--- src/rtl/cmsq_pkg.sv ---
package cmsq_pkg;

  // Item command codes
  localparam logic [2:0] CMD_TICK  = 3'd0;
  localparam logic [2:0] CMD_START = 3'd1;
  localparam logic [2:0] CMD_STOP  = 3'd2;
  localparam logic [2:0] CMD_RESET = 3'd3;
  localparam logic [2:0] CMD_SET   = 3'd4;

  // Event codes reported with every result
  localparam logic [3:0] EV_NONE      = 4'd0;
  localparam logic [3:0] EV_RUN       = 4'd1;
  localparam logic [3:0] EV_STOP      = 4'd2;
  localparam logic [3:0] EV_FWD_LIMIT = 4'd3;
  localparam logic [3:0] EV_REV_LIMIT = 4'd4;
  localparam logic [3:0] EV_IGNORED   = 4'd5;
  localparam logic [3:0] EV_RUN_CMD   = 4'd6;
  localparam logic [3:0] EV_STOP_CMD  = 4'd7;
  localparam logic [3:0] EV_RESET     = 4'd8;
  localparam logic [3:0] EV_SET       = 4'd9;

  // Debounced pin positions
  localparam int unsigned NUM_PINS  = 5;
  localparam int unsigned PIN_START = 0;
  localparam int unsigned PIN_STOP  = 1;
  localparam int unsigned PIN_EMERG = 2;
  localparam int unsigned PIN_FWD   = 3;
  localparam int unsigned PIN_REV   = 4;

  localparam logic [3:0]        DEBOUNCE_RESET = 4'd2;
  localparam logic signed [7:0] SPEED_RESET    = 8'sd50;
  localparam logic signed [7:0] SPEED_MAX      = 8'sd100;

  // duty = floor(speed * 1023 / 100) as a multiply by a scaled reciprocal
  localparam int unsigned DUTY_SHIFT = 16;
  localparam logic [19:0] DUTY_RECIP = 20'd670434;

  typedef struct packed {
    logic [2:0]        cmd;
    logic              dir_given;
    logic              dir_reverse;
    logic              speed_given;
    logic signed [7:0] speed_value;
    logic              led_given;
    logic              led_value;
  } req_t;

  typedef struct packed {
    logic [2:0]        mode;
    logic              dir;
    logic signed [7:0] speed;
    logic              in1;
    logic              in2;
    logic [9:0]        duty;
    logic              status_led;
    logic              alarm_led;
  } drive_t;

endpackage

--- src/rtl/cmsq_in_if.sv ---
interface cmsq_in_if;
  logic              valid;
  logic              ready;
  logic [2:0]        cmd;
  logic              start_pin;
  logic              stop_pin;
  logic              emerg_pin;
  logic              fwd_limit_pin;
  logic              rev_limit_pin;
  logic              dir_given;
  logic              dir_reverse;
  logic              speed_given;
  logic signed [7:0] speed_value;
  logic              led_given;
  logic              led_value;

  modport source (
    output valid, cmd, start_pin, stop_pin, emerg_pin, fwd_limit_pin, rev_limit_pin,
    output dir_given, dir_reverse, speed_given, speed_value, led_given, led_value,
    input  ready
  );

  modport sink (
    input  valid, cmd, start_pin, stop_pin, emerg_pin, fwd_limit_pin, rev_limit_pin,
    input  dir_given, dir_reverse, speed_given, speed_value, led_given, led_value,
    output ready
  );
endinterface

--- src/rtl/cmsq_out_if.sv ---
interface cmsq_out_if;
  logic              valid;
  logic              ready;
  logic [2:0]        machine_state;
  logic              direction;
  logic signed [7:0] speed_setting;
  logic              bridge_in1;
  logic              bridge_in2;
  logic [9:0]        pwm_duty;
  logic              status_led;
  logic              alarm_led;
  logic [3:0]        event_code;
  logic [4:0]        clean_inputs;

  modport source (
    output valid, machine_state, direction, speed_setting, bridge_in1, bridge_in2,
    output pwm_duty, status_led, alarm_led, event_code, clean_inputs,
    input  ready
  );

  modport sink (
    input  valid, machine_state, direction, speed_setting, bridge_in1, bridge_in2,
    input  pwm_duty, status_led, alarm_led, event_code, clean_inputs,
    output ready
  );
endinterface

--- src/rtl/cmsq_debounce.sv ---
module cmsq_debounce (
  input  logic                           clk_i,
  input  logic                           rst_ni,
  input  logic                           tick_i,
  input  logic [3:0]                     ticks_i,
  input  logic [cmsq_pkg::NUM_PINS-1:0]  raw_i,
  output logic [cmsq_pkg::NUM_PINS-1:0]  stable_o,
  output logic [cmsq_pkg::NUM_PINS-1:0]  stable_next_o
);

  logic [cmsq_pkg::NUM_PINS-1:0] stable_q, stable_d;
  logic [3:0]                    cnt_q   [cmsq_pkg::NUM_PINS];
  logic [3:0]                    cnt_d   [cmsq_pkg::NUM_PINS];
  logic [3:0]                    cnt_inc [cmsq_pkg::NUM_PINS];

  // Each lane is independent: clear on agreement, else count and flip at the limit
  always_comb begin
    for (int i = 0; i < cmsq_pkg::NUM_PINS; i++) begin
      cnt_inc[i]  = cnt_q[i] + 4'd1;
      stable_d[i] = stable_q[i];
      cnt_d[i]    = cnt_inc[i];
      if (raw_i[i] == stable_q[i]) begin
        cnt_d[i] = 4'd0;
      end else if (cnt_inc[i] >= ticks_i) begin
        stable_d[i] = raw_i[i];
        cnt_d[i]    = 4'd0;
      end
    end
  end

  always_ff @(posedge clk_i or negedge rst_ni) begin
    if (!rst_ni) begin
      stable_q <= '1;
      for (int i = 0; i < cmsq_pkg::NUM_PINS; i++) begin
        cnt_q[i] <= 4'd0;
      end
    end else if (tick_i) begin
      stable_q <= stable_d;
      for (int i = 0; i < cmsq_pkg::NUM_PINS; i++) begin
        cnt_q[i] <= cnt_d[i];
      end
    end
  end

  assign stable_o      = stable_q;
  assign stable_next_o = stable_d;

endmodule

--- src/rtl/cmsq_duty.sv ---
module cmsq_duty (
  input  logic signed [7:0] speed_i,
  output logic [9:0]        duty_o
);

  logic [6:0]  clamped;
  logic [26:0] prod;

  always_comb begin
    if (speed_i < 8'sd0) begin
      clamped = 7'd0;
    end else if (speed_i > cmsq_pkg::SPEED_MAX) begin
      clamped = 7'(cmsq_pkg::SPEED_MAX);
    end else begin
      clamped = speed_i[6:0];
    end
  end

  assign prod   = 27'(clamped) * 27'(cmsq_pkg::DUTY_RECIP);
  assign duty_o = prod[cmsq_pkg::DUTY_SHIFT +: 10];

endmodule

--- src/rtl/cmsq_fsm.sv ---
module cmsq_fsm (
  input  logic                           clk_i,
  input  logic                           rst_ni,
  input  logic                           accept_i,
  input  cmsq_pkg::req_t                 req_i,
  input  logic [cmsq_pkg::NUM_PINS-1:0]  clean_i,
  input  logic [9:0]                     drive_duty_i,
  output cmsq_pkg::drive_t               drive_o,
  output logic [3:0]                     event_o
);

  typedef enum logic [2:0] {
    MODE_IDLE  = 3'd0,
    MODE_FWD   = 3'd1,
    MODE_REV   = 3'd2,
    MODE_STOP  = 3'd3,
    MODE_EMERG = 3'd4
  } mode_e;

  mode_e             mode_q, mode_d;
  logic              dir_q, dir_d;
  logic signed [7:0] speed_q, speed_d;
  logic [1:0]        bridge_q, bridge_d;
  logic [9:0]        duty_q, duty_d;
  logic              status_q, status_d;
  logic              alarm_q, alarm_d;
  logic [3:0]        event_d;

  logic st, sp, em, lf, lr, run_rev, limit_hit;

  assign st = clean_i[cmsq_pkg::PIN_START];
  assign sp = clean_i[cmsq_pkg::PIN_STOP];
  assign em = clean_i[cmsq_pkg::PIN_EMERG];
  assign lf = clean_i[cmsq_pkg::PIN_FWD];
  assign lr = clean_i[cmsq_pkg::PIN_REV];

  assign run_rev   = (mode_q == MODE_REV);
  assign limit_hit = run_rev ? !lr : !lf;

  always_comb begin
    mode_d   = mode_q;
    dir_d    = dir_q;
    speed_d  = speed_q;
    bridge_d = bridge_q;
    duty_d   = duty_q;
    status_d = status_q;
    alarm_d  = alarm_q;
    event_d  = cmsq_pkg::EV_NONE;
    unique case (req_i.cmd)
      cmsq_pkg::CMD_TICK: begin
        if (!em) begin
          mode_d   = MODE_EMERG;
          bridge_d = 2'b00;
          duty_d   = 10'd0;
          status_d = 1'b0;
          alarm_d  = 1'b1;
        end else begin
          alarm_d = 1'b0;
          unique case (mode_q)
            MODE_IDLE, MODE_STOP: begin
              bridge_d = 2'b00;
              duty_d   = 10'd0;
              status_d = 1'b0;
              if (!st && sp && !(dir_q ? !lr : !lf)) begin
                mode_d  = dir_q ? MODE_REV : MODE_FWD;
                event_d = cmsq_pkg::EV_RUN;
              end
            end
            MODE_FWD, MODE_REV: begin
              // Leaving a run state holds the motor outputs for this tick
              priority if (!sp || !st) begin
                mode_d  = MODE_STOP;
                event_d = cmsq_pkg::EV_STOP;
              end else if (limit_hit) begin
                mode_d  = MODE_STOP;
                event_d = run_rev ? cmsq_pkg::EV_REV_LIMIT : cmsq_pkg::EV_FWD_LIMIT;
              end else begin
                bridge_d = run_rev ? 2'b10 : 2'b01;
                duty_d   = drive_duty_i;
                status_d = 1'b1;
              end
            end
            default: begin
              bridge_d = 2'b00;
              duty_d   = 10'd0;
              status_d = 1'b0;
            end
          endcase
        end
      end
      cmsq_pkg::CMD_START: begin
        if (req_i.dir_given) begin
          dir_d = req_i.dir_reverse;
        end
        if (req_i.speed_given) begin
          speed_d = req_i.speed_value;
        end
        if (mode_q == MODE_EMERG) begin
          event_d = cmsq_pkg::EV_IGNORED;
        end else begin
          mode_d  = dir_d ? MODE_REV : MODE_FWD;
          event_d = cmsq_pkg::EV_RUN_CMD;
        end
      end
      cmsq_pkg::CMD_STOP: begin
        mode_d  = MODE_STOP;
        event_d = cmsq_pkg::EV_STOP_CMD;
      end
      cmsq_pkg::CMD_RESET: begin
        if (mode_q == MODE_EMERG) begin
          mode_d  = MODE_STOP;
          event_d = cmsq_pkg::EV_RESET;
        end
      end
      cmsq_pkg::CMD_SET: begin
        if (req_i.speed_given) begin
          speed_d = req_i.speed_value;
        end
        if (req_i.led_given) begin
          status_d = req_i.led_value;
        end
        event_d = cmsq_pkg::EV_SET;
      end
      default: begin
      end
    endcase
  end

  always_ff @(posedge clk_i or negedge rst_ni) begin
    if (!rst_ni) begin
      mode_q   <= MODE_IDLE;
      dir_q    <= 1'b0;
      speed_q  <= cmsq_pkg::SPEED_RESET;
      bridge_q <= 2'b00;
      duty_q   <= 10'd0;
      status_q <= 1'b0;
      alarm_q  <= 1'b0;
    end else if (accept_i) begin
      mode_q   <= mode_d;
      dir_q    <= dir_d;
      speed_q  <= speed_d;
      bridge_q <= bridge_d;
      duty_q   <= duty_d;
      status_q <= status_d;
      alarm_q  <= alarm_d;
    end
  end

  always_comb begin
    drive_o.mode       = mode_q;
    drive_o.dir        = dir_q;
    drive_o.speed      = speed_q;
    drive_o.in1        = bridge_q[0];
    drive_o.in2        = bridge_q[1];
    drive_o.duty       = duty_q;
    drive_o.status_led = status_q;
    drive_o.alarm_led  = alarm_q;
  end

  assign event_o = event_d;

endmodule

--- src/rtl/conveyor_motor_sequencer.sv ---
// Conveyor drive sequencer.
// Input channel (in_i): one transfer per item. A tick item (cmd 0) samples the
// five raw active-low pins, debounces them and steps the run/stop/emergency
// state machine; command items (start, stop, emergency reset, set) change the
// stored state directly. Every item gives exactly one result on out_o.
// Result: machine state, stored direction and speed, H-bridge bits, PWM duty,
// LED levels, an event code and the debounced pin levels.
// Configuration: cfg_we_i writes debounce_ticks from cfg_wdata_i; write only
// while no result is pending.
// Latency: the result is valid in the cycle after the input transfer.
// Throughput: one item per cycle while out_o.ready is high; the state update is
// one pass of next-state logic plus one constant multiply for the duty, all
// between the item and the state/result registers.
// Stall: while a result waits on out_o, in_i.ready follows out_o.ready, so a
// new item is taken in the same cycle the waiting result is transferred.
// Reset: idle, forward, speed 50, pins debounced high, counters clear, motor
// and LEDs off, debounce_ticks 2, no result pending.
module conveyor_motor_sequencer (
  input  logic       clk_i,
  input  logic       rst_ni,
  input  logic       cfg_we_i,
  input  logic [3:0] cfg_wdata_i,
  cmsq_in_if.sink    in_i,
  cmsq_out_if.source out_o
);

  logic [3:0]                    ticks_q;
  logic                          out_valid_q, out_valid_d;
  logic [3:0]                    event_q;
  logic                          accept;
  logic                          tick_en;
  logic [cmsq_pkg::NUM_PINS-1:0] raw_pins;
  logic [cmsq_pkg::NUM_PINS-1:0] clean_q;
  logic [cmsq_pkg::NUM_PINS-1:0] clean_d;
  logic [9:0]                    drive_duty;
  logic [3:0]                    event_d;
  cmsq_pkg::req_t                req;
  cmsq_pkg::drive_t              drive;

  // Take a new item whenever the result slot is empty or being drained
  assign in_i.ready = !out_valid_q || out_o.ready;
  assign accept     = in_i.valid && in_i.ready;
  assign tick_en    = accept && (in_i.cmd == cmsq_pkg::CMD_TICK);

  assign raw_pins = {in_i.rev_limit_pin, in_i.fwd_limit_pin, in_i.emerg_pin,
                     in_i.stop_pin, in_i.start_pin};

  always_comb begin
    req.cmd         = in_i.cmd;
    req.dir_given   = in_i.dir_given;
    req.dir_reverse = in_i.dir_reverse;
    req.speed_given = in_i.speed_given;
    req.speed_value = in_i.speed_value;
    req.led_given   = in_i.led_given;
    req.led_value   = in_i.led_value;
  end

  cmsq_debounce u_debounce (
    .clk_i         (clk_i),
    .rst_ni        (rst_ni),
    .tick_i        (tick_en),
    .ticks_i       (ticks_q),
    .raw_i         (raw_pins),
    .stable_o      (clean_q),
    .stable_next_o (clean_d)
  );

  // Duty for the stored speed; used only when a tick keeps the motor running
  cmsq_duty u_duty (
    .speed_i (drive.speed),
    .duty_o  (drive_duty)
  );

  cmsq_fsm u_fsm (
    .clk_i        (clk_i),
    .rst_ni       (rst_ni),
    .accept_i     (accept),
    .req_i        (req),
    .clean_i      (clean_d),
    .drive_duty_i (drive_duty),
    .drive_o      (drive),
    .event_o      (event_d)
  );

  // Hold the result until transferred; load on every input transfer
  assign out_valid_d = accept || (out_valid_q && !out_o.ready);

  always_ff @(posedge clk_i or negedge rst_ni) begin
    if (!rst_ni) begin
      ticks_q     <= cmsq_pkg::DEBOUNCE_RESET;
      out_valid_q <= 1'b0;
    end else begin
      out_valid_q <= out_valid_d;
      if (cfg_we_i) begin
        ticks_q <= cfg_wdata_i;
      end
    end
  end

  always_ff @(posedge clk_i) begin
    if (accept) begin
      event_q <= event_d;
    end
  end

  // State registers only change on a transfer, so they double as the result
  assign out_o.valid         = out_valid_q;
  assign out_o.machine_state = drive.mode;
  assign out_o.direction     = drive.dir;
  assign out_o.speed_setting = drive.speed;
  assign out_o.bridge_in1    = drive.in1;
  assign out_o.bridge_in2    = drive.in2;
  assign out_o.pwm_duty      = drive.duty;
  assign out_o.status_led    = drive.status_led;
  assign out_o.alarm_led     = drive.alarm_led;
  assign out_o.event_code    = event_q;
  assign out_o.clean_inputs  = clean_q;

endmodule

--- src/flat_wrapper.sv ---
// flat-port wrapper written by rule: the top's interface ports become plain ports
module conveyor_motor_sequencer_flat 
  (clk_i, rst_ni, cfg_we_i, cfg_wdata_i, in_i_valid, in_i_cmd, in_i_start_pin, in_i_stop_pin, in_i_emerg_pin, in_i_fwd_limit_pin, in_i_rev_limit_pin, in_i_dir_given, in_i_dir_reverse, in_i_speed_given, in_i_speed_value, in_i_led_given, in_i_led_value, in_i_ready, out_o_valid, out_o_machine_state, out_o_direction, out_o_speed_setting, out_o_bridge_in1, out_o_bridge_in2, out_o_pwm_duty, out_o_status_led, out_o_alarm_led, out_o_event_code, out_o_clean_inputs, out_o_ready);
  cmsq_in_if in_i_i ();
  cmsq_out_if out_o_i ();
  input  logic clk_i;
  input  logic rst_ni;
  input  logic cfg_we_i;
  input  logic [3:0] cfg_wdata_i;
  input wire logic [$bits(in_i_i.valid)-1:0] in_i_valid;
  input wire logic [$bits(in_i_i.cmd)-1:0] in_i_cmd;
  input wire logic [$bits(in_i_i.start_pin)-1:0] in_i_start_pin;
  input wire logic [$bits(in_i_i.stop_pin)-1:0] in_i_stop_pin;
  input wire logic [$bits(in_i_i.emerg_pin)-1:0] in_i_emerg_pin;
  input wire logic [$bits(in_i_i.fwd_limit_pin)-1:0] in_i_fwd_limit_pin;
  input wire logic [$bits(in_i_i.rev_limit_pin)-1:0] in_i_rev_limit_pin;
  input wire logic [$bits(in_i_i.dir_given)-1:0] in_i_dir_given;
  input wire logic [$bits(in_i_i.dir_reverse)-1:0] in_i_dir_reverse;
  input wire logic [$bits(in_i_i.speed_given)-1:0] in_i_speed_given;
  input wire logic [$bits(in_i_i.speed_value)-1:0] in_i_speed_value;
  input wire logic [$bits(in_i_i.led_given)-1:0] in_i_led_given;
  input wire logic [$bits(in_i_i.led_value)-1:0] in_i_led_value;
  output wire logic [$bits(in_i_i.ready)-1:0] in_i_ready;
  output wire logic [$bits(out_o_i.valid)-1:0] out_o_valid;
  output wire logic [$bits(out_o_i.machine_state)-1:0] out_o_machine_state;
  output wire logic [$bits(out_o_i.direction)-1:0] out_o_direction;
  output wire logic [$bits(out_o_i.speed_setting)-1:0] out_o_speed_setting;
  output wire logic [$bits(out_o_i.bridge_in1)-1:0] out_o_bridge_in1;
  output wire logic [$bits(out_o_i.bridge_in2)-1:0] out_o_bridge_in2;
  output wire logic [$bits(out_o_i.pwm_duty)-1:0] out_o_pwm_duty;
  output wire logic [$bits(out_o_i.status_led)-1:0] out_o_status_led;
  output wire logic [$bits(out_o_i.alarm_led)-1:0] out_o_alarm_led;
  output wire logic [$bits(out_o_i.event_code)-1:0] out_o_event_code;
  output wire logic [$bits(out_o_i.clean_inputs)-1:0] out_o_clean_inputs;
  input wire logic [$bits(out_o_i.ready)-1:0] out_o_ready;
  assign in_i_i.valid = in_i_valid;
  assign in_i_i.cmd = in_i_cmd;
  assign in_i_i.start_pin = in_i_start_pin;
  assign in_i_i.stop_pin = in_i_stop_pin;
  assign in_i_i.emerg_pin = in_i_emerg_pin;
  assign in_i_i.fwd_limit_pin = in_i_fwd_limit_pin;
  assign in_i_i.rev_limit_pin = in_i_rev_limit_pin;
  assign in_i_i.dir_given = in_i_dir_given;
  assign in_i_i.dir_reverse = in_i_dir_reverse;
  assign in_i_i.speed_given = in_i_speed_given;
  assign in_i_i.speed_value = in_i_speed_value;
  assign in_i_i.led_given = in_i_led_given;
  assign in_i_i.led_value = in_i_led_value;
  assign in_i_ready = in_i_i.ready;
  assign out_o_valid = out_o_i.valid;
  assign out_o_machine_state = out_o_i.machine_state;
  assign out_o_direction = out_o_i.direction;
  assign out_o_speed_setting = out_o_i.speed_setting;
  assign out_o_bridge_in1 = out_o_i.bridge_in1;
  assign out_o_bridge_in2 = out_o_i.bridge_in2;
  assign out_o_pwm_duty = out_o_i.pwm_duty;
  assign out_o_status_led = out_o_i.status_led;
  assign out_o_alarm_led = out_o_i.alarm_led;
  assign out_o_event_code = out_o_i.event_code;
  assign out_o_clean_inputs = out_o_i.clean_inputs;
  assign out_o_i.ready = out_o_ready;
  conveyor_motor_sequencer u_core (.clk_i(clk_i), .rst_ni(rst_ni), .cfg_we_i(cfg_we_i), .cfg_wdata_i(cfg_wdata_i), .in_i(in_i_i), .out_o(out_o_i));
endmodule
--- config.mk ---
export PLATFORM = sky130hd
export DESIGN_NAME = conveyor_motor_sequencer_flat
export DESIGN_NICKNAME = d
export VERILOG_FILES = /design/src/rtl/cmsq_pkg.sv /design/src/rtl/cmsq_in_if.sv /design/src/rtl/cmsq_out_if.sv /design/src/rtl/cmsq_debounce.sv /design/src/rtl/cmsq_duty.sv /design/src/rtl/cmsq_fsm.sv /design/src/rtl/conveyor_motor_sequencer.sv /design/src/flat_wrapper.sv
export SDC_FILE = /design/constraint.sdc
export NUM_CORES = 1
export LEC_CHECK = 0
export ABC_AREA = 0
export BUFFER_PORTS_ARGS = -buffer_cell sky130_fd_sc_hd__buf_4
export CAP_MARGIN = 20
export CORE_MARGIN = 2
export CORE_UTILIZATION = 40
export DETAILED_ROUTE_END_ITERATION = 6
export PLACE_DENSITY = 0.58
export SLEW_MARGIN = 20
export SYNTH_ARGS = -nofsm -noshare
export SYNTH_HDL_FRONTEND = slang
export SYNTH_HIERARCHICAL = 1
export SYNTH_SLANG_ARGS = --single-unit
--- constraint.sdc ---
create_clock -name clk_i -period 5.7 [get_ports clk_i]
set_clock_uncertainty 0.05 [all_clocks]
set_input_delay 1.14 -clock clk_i [delete_from_list [all_inputs] [get_ports clk_i]]
set_output_delay 1.14 -clock clk_i [all_outputs]
set_load 0.01 [all_outputs]
==> out/results.ini, run 1 <==
[floorplan]
core_mm2 = 0.0133
rows = 42
die_w_um = 121
pin_count = 67
die_h_um = 121
start_util = 0.412
dieArea_mm2 = 0.0147

[global_route]
grt_pass1_vias = 4271
grt_use_total = 0.174
grt_max_degree = 57
grt_pass1_wl_um = 20300
overflow = 0
antenna_found_initial = 0

[power_and_ir_drop]
powerDensity_mw_per_mm2 = 523
leakagePower_nw = 3.34
irDropWorstVdd_mv = 0.195

[synth]
synth_ff_type = dfrtp_1
synth_xor_area_frac = 0.0430
synth_area_per_cell_um2 = 10.3
yosysTopAreaCell = dfrtp_1
netlist.area_leader.share = 0.214
yosys.cell_count.top_type = ha_1
yosys.area_share.simple = 0.124
synth.area.top_cells = dfrtp_1 (21%), ha_1 (19%), fa_1 (8.0%)
synth_seq_cells = 60
synth_top_family_by_area = adder cells
yosysUniqueCellTypes = 62
ys_seq_area_frac = 0.279
netlist_area_mm2 = 0.00550
synthMuxAreaShare = 0.0407
synthArstFlopShare = 0.933
synth_edf_count = 4
syn_inst = 533
ys_warn_count = 6
yosys.area_share.adder = 0.269
ys_top_cells_by_count = ha_1 (83), inv_1 (67), dfrtp_1 (47)
synth_compound_area_frac = 0.183
synth_nets = 668

[sta]
max_freq_mhz = 189
rsz0062_at_grt = false
tightest_slew_ns = 0.981
min_period_ns = 5.29
slew_viol_final = 0
hold_violations = 0
setup_tns_ns = 0
slew_headroom = 0.346
setup_viol = 0
fin_crit_sh = 0.928

[finish]
instances_no_fill = 783
drive_above_1_share = 0.239
fin_nets = 737
antennaDiodeCount = 0
syn2layout_area_growth_pct = 17.1

[cts]
root_buffer = clkbuf_16
clock_latency_ns = 0.34
clock_sinks = 60
cts_buffers = 9
h-tree-depth = 3
clk_pin_slew_ns = 0.05
ctsResizeCount = 0
cts_tree = done
clockBufferDepth = 2
cts_hold_buffers = 0
cts_setup_buffers = 0

[worst_setup_path]
arrival_ns = 5.46
worst_path_max_delay_cell = dfstp_2
r2r_start = u_core/u_fsm/speed_q[1]
endpoint_kind = flop
r2r_end = u_core/u_fsm/duty_q[5]
ff2ff_path_depth = 20
worstPathRequired_ns = 5.87
crit_type = reg2reg
rrSetupSlack_ns = 0.41
start_kind = flop
cp_max_fo = 5
slowest_delay_ns = 0.55
path_cells = o21ai_0 > a21oi_1 > nor2_1 > or2_2 > inv_1 > ha_1 > fa_1 > inv_1 > fa_1 > fa_1 > inv_1 > ha_1 > a21o_1 > nand2_1 > o21ai_0 > o311ai_1 > o21ba_4 > o21ai_0 > xor2_1 > a22o_1

[hold_path]
hold_class = reg2reg
hold_depth = 2
whs_endpoint = u_core/u_fsm/alarm_q
worstHoldStart = u_core/u_fsm/alarm_q

[routing]
routedWlPerCell_um = 15.1
dr.pass1.iters = 4
vias = 4188
drcViolationCount = 0
vias_per_cell = 5.35
routed_wl_um = 11800
antenna_left = 0
drt-initial-drc-count = 237

[placed_design]
dpl.cell_count = 767
gp_congestion = 0.933
dp.final_hpwl_um = 9320
io_buffers = 66

[flow_run]
max-cap-violations = 0

[status]
status = completed

-- critical path, delay by kind of cell, from the launching register on --
family	cells	cell delay, ns
adder cells (fa/ha/maj)	5	2.13
XOR/XNOR	1	0.16
AO/OA/AOI/OAI	8	1.62
flip-flops	1	0.55
AND/OR/NAND/NOR	3	0.40
buffers and inverters	3	0.27
-- per-stage QoR --
step / area (um2) / utilization / power (mW) / setup WS [ns] / hold slack (ns)
after floorplan: 5500 / - / 2.28 / 0.743 / 0.400
after global placement: 6160 / 0.462 / 2.82 / 0.515 / 0.442
after detailed placement: 6160 / 0.462 / 2.83 / 0.386 / 0.438
after CTS: 6450 / 0.483 / 3.42 / 0.368 / 0.450
after global routing: 6450 / 0.483 / 3.76 / 0.0270 / 0.469
final: 6450 / 0.483 / 3.37 / 0.409 / 0.439
-- worst max path at each step --
stage | startpoint | endpoint | slack [ns] | cells after the start
finish | u_core/u_fsm/speed_q[1] | u_core/u_fsm/duty_q[5] | 0.41 | 20
global route | u_core/u_fsm/speed_q[1] | u_core/u_fsm/duty_q[5] | 0.03 | 20
CTS | u_core/u_fsm/speed_q[1] | u_core/u_fsm/duty_q[5] | 0.37 | 20
detailed placement | u_core/u_fsm/speed_q[1] | u_core/u_fsm/duty_q[5] | 0.39 | 20
global placement | u_core/u_fsm/speed_q[1] | u_core/u_fsm/duty_q[5] | 0.52 | 20
floorplan | u_core/u_fsm/speed_q[1] | u_core/u_fsm/duty_q[5] | 0.74 | 20
-- layer usage --
layer | vias to the layer above | track usage | wire length (um)
li1 | 2047 | - | -
met1 | 2011 | 0.234 | 5590
met2 | 119 | 0.279 | 5400
met3 | 11 | 0.0362 | 712
met4 | 0 | 0.0539 | 138
met5 | - | 0 | 0
-- state kept, by name, summed over array words and instances, names as in the netlist --
register	cells
u_core/u_fsm/dir_q	1
u_core/ticks_q	4
u_core/u_fsm/mode_q	3
u_core/u_fsm/alarm_q	1
u_core/u_fsm/speed_q	8
u_core/u_fsm/bridge_q	2
u_core/u_fsm/duty_q	10
u_core/out_o.valid	1
u_core/u_debounce/stable_o	5
u_core/u_debounce/cnt_q	20
u_core/u_fsm/status_q	1
u_core/out_o.event_code	4
-- layout make-up --
| type | instances | area [um2] |
|---|---|---|
| multi-input combinational | 394 | 3630 |
| tap | 176 | 220 |
| clock buffer | 11 | 233 |
| inverter | 67 | 251 |
| fill | 1248 | 6900 |
| clock inverter | 5 | 52.6 |
| timing repair buffer | 70 | 526 |
| sequential | 60 | 1530 |
-- layout by cell type (no fill, tap or decap), types with 12 or more instances in the layout --
cell and instances:
mux2_2 17, xnor2_1 15, o21ai_0 19, a21oi_1 16, fa_1 22, xor2_1 12
buf_4 70, nand2b_1 14, nand2_1 36, dfrtp_1 47, ha_1 83, inv_1 67
-- report_power, final --
part	internal, mW	total (mW)	leakage [nW]	switching [mW]
logic	0.970	2.18	2.46	1.21
clock network	0.336	0.539	0.139	0.202
registers	0.535	0.646	0.745	0.111
total	1.84	3.37	3.34	1.53
-- cells by family after synthesis --
kind of cell               after synthesis
AOI/OAI and AO/OA                      123
xor gates and xnor gates                27
adders and majority gates              105
buffers and inverters                   79
DFF                                     60
muxes                                   20
and+or+nand+nor                        119
Power figures use the tool's default switching activity.
==> run 2: changes to the inputs <==
--- a/config.mk
+++ b/config.mk
@@ -12,6 +12,7 @@
 export CORE_UTILIZATION = 40
 export DETAILED_ROUTE_END_ITERATION = 6
 export PLACE_DENSITY = 0.58
+export REMOVE_ABC_BUFFERS = 1
 export SLEW_MARGIN = 20
 export SYNTH_ARGS = -nofsm -noshare
 export SYNTH_HDL_FRONTEND = slang
==> run 2 against run 1 <==
Effect of this change: utilization grew 0.25 points; sequential share of layout area shrank 0.12 points; final cell count is the same; final area grew 0.52%; maximum frequency grew 0.67%; power grew 2.0%; sequential cell count is the same; combinational power is essentially flat; sequential power is essentially flat; critical path depth is the same; register-to-register slack gained 0.04 ns; routed wire length grew 1.0%; critical path type unchanged.
==> out/results.ini, run 2 (synthesis results as in run 1) <==
[status]
status = completed

[hold_path]
hold_depth = 2  ; unchanged
worstHoldStart = u_core/u_fsm/bridge_q[0]
whs_endpoint = u_core/u_fsm/bridge_q[0]
hold_class = reg2reg

[worst_setup_path]
r2r_start = u_core/u_fsm/speed_q[1]
path_cells = o21ai_0 > a21oi_1 > nor2_1 > or2_2 > inv_1 > ha_1 > fa_1 > inv_1 > fa_1 > fa_1 > inv_1 > ha_1 > a21o_1 > nand2_1 > o21ai_0 > o311ai_1 > nor4_1 > nor3_1 > xnor2_1 > a22o_1
worstPathRequired_ns = 5.88  ; about the same
cp_max_fo = 5  ; unchanged
crit_type = reg2reg
slowest_delay_ns = 0.55  ; about the same
rrSetupSlack_ns = 0.44  ; +0.04 ns
setup.worst_path.start = u_core/u_fsm/speed_q[1]
worst_path_max_delay_cell = dfstp_2
path_buf_inv = 3  ; unchanged
arrival_ns = 5.44  ; -0.02 ns
crit_family = adder cells
endpoint_kind = flop
start_kind = flop
ff2ff_path_depth = 20  ; unchanged
r2r_end = u_core/u_fsm/duty_q[9]

[floorplan]
pin_count = 67  ; unchanged
dieArea_mm2 = 0.0147  ; unchanged
die_w_um = 121  ; unchanged
die_h_um = 121  ; unchanged
rows = 42  ; unchanged
core_mm2 = 0.0133  ; unchanged
start_util = 0.412  ; unchanged

[cts]
clk_pin_slew_ns = 0.06  ; about the same
clock_latency_ns = 0.34  ; about the same
ctsResizeCount = 0  ; unchanged
clock_sinks = 60  ; unchanged
cts_hold_buffers = 0  ; unchanged
root_buffer = clkbuf_16
clockBufferDepth = 2  ; unchanged
cts_buffers = 9  ; unchanged
h-tree-depth = 3  ; unchanged
cts_setup_buffers = 0  ; unchanged
cts_tree = done

[global_route]
overflow = 0  ; unchanged
grt_pass1_vias = 4180  ; -2.1%
grt_max_degree = 57  ; unchanged
grt_pass1_wl_um = 20400  ; +0.30%
grt_use_total = 0.176  ; +0.00268
antenna_found_initial = 0  ; unchanged

[finish]
regMostFlops = u_core/u_debounce/cnt_q
largest_reg_flops = 20  ; unchanged
most-common-layout-cells = ha_1 (83), buf_4 (70), inv_1 (67)
drive_above_1_share = 0.239  ; unchanged
num-fill-cells = 1224  ; -1.9%
layout_commonest_cell = ha_1
fin_util = 0.485  ; +0.00253
syn2layout_area_growth_pct = 17.8
reg_top3 = u_core/u_debounce/cnt_q: 20 flops, u_core/u_fsm/duty_q: 10 flops, u_core/u_fsm/speed_q: 8 flops
instances_no_fill = 783  ; unchanged
seqCellArea_mm2 = 0.00153  ; unchanged
final_area_mm2 = 0.00648  ; +0.52%
fin_nets = 737  ; unchanged
antennaDiodeCount = 0  ; unchanged
multi_input_area_mm2 = 0.00363  ; unchanged

[placed_design]
dpl.cell_count = 767  ; unchanged
dp.final_hpwl_um = 9400  ; +0.89%
gp_congestion = 0.932  ; about the same
placed_area_mm2 = 0.00616  ; unchanged
io_buffers = 66  ; unchanged
pre_cts_ws_ns = 0.441  ; +0.0546 ns

[routing]
routed_wl_um = 12000  ; +1.0%
vias = 4127  ; -1.5%
vias_per_cell = 5.27  ; -1.5%
drcViolationCount = 0  ; unchanged
antenna_left = 0  ; unchanged
drt-initial-drc-count = 331  ; +40%
dr.pass1.iters = 4  ; unchanged
routedWlPerCell_um = 15.3  ; +1.0%

[flow_run]
max-cap-violations = 0  ; unchanged

[sta]
rsz0062_at_grt = false
slew_viol_final = 0  ; unchanged
setup_ws_ns = 0.444  ; +0.0352 ns
worst_hold_slack_ns = 0.438  ; -0.00116 ns
setup_viol = 0  ; unchanged
hold_violations = 0  ; unchanged
slew_headroom = 0.278  ; -0.0686
fin_crit_sh = 0.922  ; -0.00618
setup_tns_ns = 0  ; unchanged
max_freq_mhz = 190  ; +0.67%
tightest_slew_ns = 1.08  ; +0.103 ns
min_period_ns = 5.26  ; -0.0352 ns

[power_and_ir_drop]
irDropWorstVdd_mv = 0.189  ; -3.0%
swShare = 0.447  ; -0.00649
leakagePower_nw = 3.35  ; +0.40%
internal_power_mw = 1.90  ; +3.2%
switching_power_mw = 1.54  ; +0.54%
total_power_mw = 3.44  ; +2.0%
p_comb_frac = 0.637  ; -0.011
p_seq_frac = 0.188  ; -0.004
clkPwrFrac = 0.175  ; +0.015
powerDensity_mw_per_mm2 = 530  ; +1.5%

run 2: routing by layer:
metal | track usage | part of all wire | vias to the layer above
li1 | - | - | 2048
met3 | 0.0282 | 0.042 | 19
met2 | 0.279 | 0.46 | 98
met1 | 0.238 | 0.48 | 1962
met4 | 0.0776 | 0.024 | 0
met5 | 0 | 0 | -
run 2: cell type report:
| type | count | share of cell area |
|---|---|---|
| Clock buffer | 12 | 0.0380 |
| Clock inverter | 4 | 0.0112 |
| Inverter | 67 | 0.0388 |
| Sequential cell | 60 | 0.237 |
| Multi-Input combinational cell | 394 | 0.560 |
| Tap cell | 176 | 0.0340 |
| Timing Repair Buffer | 70 | 0.0811 |
run 2: worst max path at each step:
| stage | to | slack [ns] | cells past startpoint |
|---|---|---|---|
| floorplan | u_core/u_fsm/duty_q[5] | 0.74 | 20 |
| global placement | u_core/u_fsm/duty_q[5] | 0.53 | 20 |
| detailed placement | u_core/u_fsm/duty_q[5] | 0.44 | 20 |
| CTS | u_core/u_fsm/duty_q[5] | 0.42 | 20 |
| global route | u_core/u_fsm/duty_q[9] | 0.02 | 20 |
| finish | u_core/u_fsm/duty_q[9] | 0.44 | 20 |
run 2: power by group through the flow:
stage	Clock (mW)	Combinational (mW)	Sequential (mW)
global route	0.637	2.51	0.662
finish	0.602	2.19	0.645
detailed placement	0	2.18	0.650
CTS	0.618	2.22	0.645
global placement	0	2.17	0.648
floorplan	0	1.61	0.652
run 2: worst reg2reg max path: stages (launching register included):
cell and delay, ns:
dfstp_2 0.55, o21ai_0 0.08, a21oi_1 0.19, nor2_1 0.05, or2_2 0.29, inv_1 0.16
ha_1 0.30, fa_1 0.51, inv_1 0.05, fa_1 0.49, fa_1 0.51, inv_1 0.04
ha_1 0.30, a21o_1 0.20, nand2_1 0.06, o21ai_0 0.09, o311ai_1 0.52, nor4_1 0.11
nor3_1 0.25, xnor2_1 0.13, a22o_1 0.21
==> run 3: changes to the inputs <==
--- a/config.mk
+++ b/config.mk
@@ -16,5 +16,4 @@
 export SLEW_MARGIN = 20
 export SYNTH_ARGS = -nofsm -noshare
 export SYNTH_HDL_FRONTEND = slang
-export SYNTH_HIERARCHICAL = 1
 export SYNTH_SLANG_ARGS = --single-unit
==> run 3 against run 2 <==
Effect of this change: combinational power increased by 15%; register-to-register slack improved by 0.14 ns; maximum frequency increased by 2.8%; clock-buffer cell count decreased by 2; non-clock buffer count decreased by 1; clock power decreased by 9.0%.
==> out/results.ini, run 3 <==
[status]
status = completed

[finish]
most-common-layout-cells = ha_1 (83), buf_4 (69), inv_1 (61)
num-fill-cells = 1274  ; +4.1%
fin_util = 0.486  ; +0.000562
regMostFlops = u_core.u_debounce.cnt_q
reg_top3 = u_core.u_debounce.cnt_q: 20 flops, u_core.u_fsm.duty_q: 10 flops, u_core.u_fsm.speed_q: 8 flops
layout_commonest_cell = ha_1
multi_input_area_mm2 = 0.00370  ; +1.8%
seqCellArea_mm2 = 0.00153  ; unchanged
fin_nets = 769  ; +4.3%
syn2layout_area_growth_pct = 17.9  ; about the same
drive_above_1_share = 0.197  ; -0.0420
antennaDiodeCount = 0  ; unchanged
largest_reg_flops = 20  ; unchanged

[power_and_ir_drop]
powerDensity_mw_per_mm2 = 573  ; +8.0%
swShare = 0.469  ; +0.0225
p_seq_frac = 0.175  ; -0.013
internal_power_mw = 1.97  ; +3.7%
irDropWorstVdd_mv = 0.262  ; +39%
p_comb_frac = 0.678  ; +0.041
leakagePower_nw = 3.21  ; -4.3%
clkPwrFrac = 0.147  ; -0.028
switching_power_mw = 1.74  ; +14%

[routing]
routed_wl_um = 12700  ; +6.1%
routedWlPerCell_um = 15.6  ; +1.8%
dr_wl_met2_um = 5780  ; +5.9%
vias = 4273  ; +3.5%
drcViolationCount = 0  ; unchanged
dr_wl_met3_um = 734  ; +47%
drt-initial-drc-count = 238  ; -28%
vias_per_cell = 5.24  ; -0.65%
dr.pass1.iters = 4  ; unchanged
m1WireLength_um = 6010  ; +5.2%
antenna_left = 0  ; unchanged
top_layer = met4

[worst_setup_path]
worstPathRequired_ns = 5.87  ; about the same
start_kind = flop
arrival_ns = 5.28  ; -0.16 ns
cp_max_fo = 5  ; unchanged
endpoint_kind = flop
crit_type = reg2reg
setup.worst_path.start = u_core.u_fsm.speed_q[2]
r2r_start = u_core.u_fsm.speed_q[2]

[floorplan]
start_util = 0.412  ; about the same
die_w_um = 121  ; about the same
die_h_um = 121  ; about the same
pin_count = 67  ; unchanged
dieArea_mm2 = 0.0147  ; about the same
core_mm2 = 0.0133  ; unchanged
rows = 42  ; unchanged

[sta]
max_freq_mhz = 196  ; +2.8%
min_period_ns = 5.11  ; -0.143 ns
slew_viol_final = 0  ; unchanged
hold_violations = 0  ; unchanged
rsz0062_at_grt = false
tightest_slew_ns = 0.897  ; -0.187 ns
fin_crit_sh = 0.897  ; -0.0251
setup_viol = 0  ; unchanged
setup_tns_ns = 0  ; unchanged
slew_headroom = 0.400  ; +0.123

[synth]
syn_inst = 563  ; +5.6%
synth.area.top_cells = dfrtp_1 (21%), ha_1 (19%), fa_1 (7.6%)
ys_warn_count = 0  ; -6
synthArstFlopShare = 0.933  ; unchanged
yosys.cell_count.top_type = ha_1
ys_seq_area_frac = 0.278  ; about the same
synth_ff_type = dfrtp_1
synth_seq_cells = 60  ; unchanged
synth_area_per_cell_um2 = 9.78  ; -5.3%
yosysTopAreaCell = dfrtp_1
ys_top_cells_by_count = ha_1 (83), inv_1 (61), nand2_1 (54)
yosysUniqueCellTypes = 64  ; +3.2%
synth_edf_count = 4  ; unchanged
netlist_area_mm2 = 0.00550  ; about the same
netlist.area_leader.share = 0.214  ; about the same

[global_route]
grt_pass1_vias = 4385  ; +4.9%
antenna_found_initial = 0  ; unchanged
overflow = 0  ; unchanged
grt_use_total = 0.187  ; +0.0105
grt_pass1_wl_um = 21500  ; +5.2%
grt_max_degree = 57  ; unchanged

[hold_path]
hold_class = reg2reg
worstHoldStart = u_core.u_fsm.alarm_q

[cts]
cts_buffers = 9  ; unchanged
clock_latency_ns = 0.34  ; about the same
root_buffer = clkbuf_16
h-tree-depth = 3  ; unchanged
cts_setup_buffers = 0  ; unchanged
clk_pin_slew_ns = 0.05  ; about the same
cts_tree = done
cts_hold_buffers = 0  ; unchanged
clockBufferDepth = 2  ; unchanged
clock_sinks = 60  ; unchanged
ctsResizeCount = 0  ; unchanged

[flow_run]
max-cap-violations = 0  ; unchanged

[placed_design]
dp.final_hpwl_um = 10200  ; +8.6%
gp_congestion = 0.870  ; -6.7%
io_buffers = 66  ; unchanged

## run 3: cell count changes after synthesis, sizes merged, moves of 10 or more
cell / delta
o21ai: +18
o211ai: -12
nor2: +12
nand2: +18
a41o: -10
## run 3: through the flow
| step | instances | hold slack (ns) | setup slack (ns) | power, mW | area [um2] |
|---|---|---|---|---|---|
| after floorplan | 555 | 0.417 | 0.904 | 2.50 | 5460 |
| after global placement | 800 | 0.418 | 0.692 | 3.11 | 6200 |
| after detailed placement | 800 | 0.439 | 0.581 | 3.16 | 6200 |
| after CTS | 816 | 0.453 | 0.574 | 3.74 | 6490 |
| after global routing | 816 | 0.472 | 0.221 | 4.13 | 6490 |
| final | 816 | 0.441 | 0.587 | 3.71 | 6490 |
## run 3: cell type report
class                           instances  area share
Multi-Input combinational cell        434       0.570
Clock buffer                           10      0.0353
Tap cell                              176      0.0339
Sequential cell                        60       0.236
Inverter                               61      0.0353
Clock inverter                          6     0.00964
Timing Repair Buffer                   69      0.0798
## run 3: path summary, 6_finish.rpt
| check | end | slack, ns | cells after the start |
|---|---|---|---|
| max in group asynchronous | u_core.u_fsm.duty_q[7] | 4.29 | 1 |
| hold / removal | u_core.u_fsm.alarm_q | 0.44 | 2 |
| hold reg to reg | u_core.u_fsm.alarm_q | 0.44 | 2 |
| setup reg to reg | u_core.u_fsm.duty_q[9] | 0.59 | 18 |
| setup / recovery | u_core.u_fsm.duty_q[9] | 0.59 | 18 |
| min in group asynchronous | u_core.u_fsm.speed_q[3] | 0.81 | 1 |
## run 3: critical path, stage by stage (launching register included)
cell and delay [ns]:
dfrtp_1 0.40, or3_1 0.35, a31oi_1 0.29, a21o_1 0.21
inv_1 0.14, ha_1 0.36, fa_1 0.49, inv_1 0.05
fa_1 0.47, fa_1 0.52, inv_1 0.04, ha_1 0.33
o2111ai_1 0.14, a21oi_1 0.14, a211oi_1 0.06, a41oi_1 0.37
a41oi_1 0.20, xor2_1 0.19, a22o_1 0.20
## run 3: per-layer routing
| metal | up-vias | GRT usage |
|---|---|---|
| met1 | 2026 | 0.251 |
| li1 | 2129 | - |
| met3 | 15 | 0.0470 |
| met5 | - | 0 |
| met2 | 103 | 0.299 |
| met4 | 0 | 0.0524 |
## run 3: kinds of logic (layout without fill, tap and decap cells)
kind of cell             Yosys count  in the layout  share of synthesized area
AO/OA/AOI/OAI                    128            128                      0.170
XOR/XNOR                          30             30                     0.0477
adder cells (fa/ha/maj)          104            104                      0.265
buffers and inverters             69            146                     0.0500
flip-flops                        60             60                      0.278
multiplexers                      25             25                     0.0514
AND/OR/NAND/NOR                  147            147                      0.137
## run 3: power groups by stage
stage | clock (mW) | sequential (mW) | combinational [mW]
final | 0.548 | 0.649 | 2.52
after global routing | 0.586 | 0.670 | 2.87
after CTS | 0.564 | 0.651 | 2.53
after detailed placement | 0 | 0.657 | 2.51
after global placement | 0 | 0.654 | 2.46
after floorplan | 0 | 0.657 | 1.84
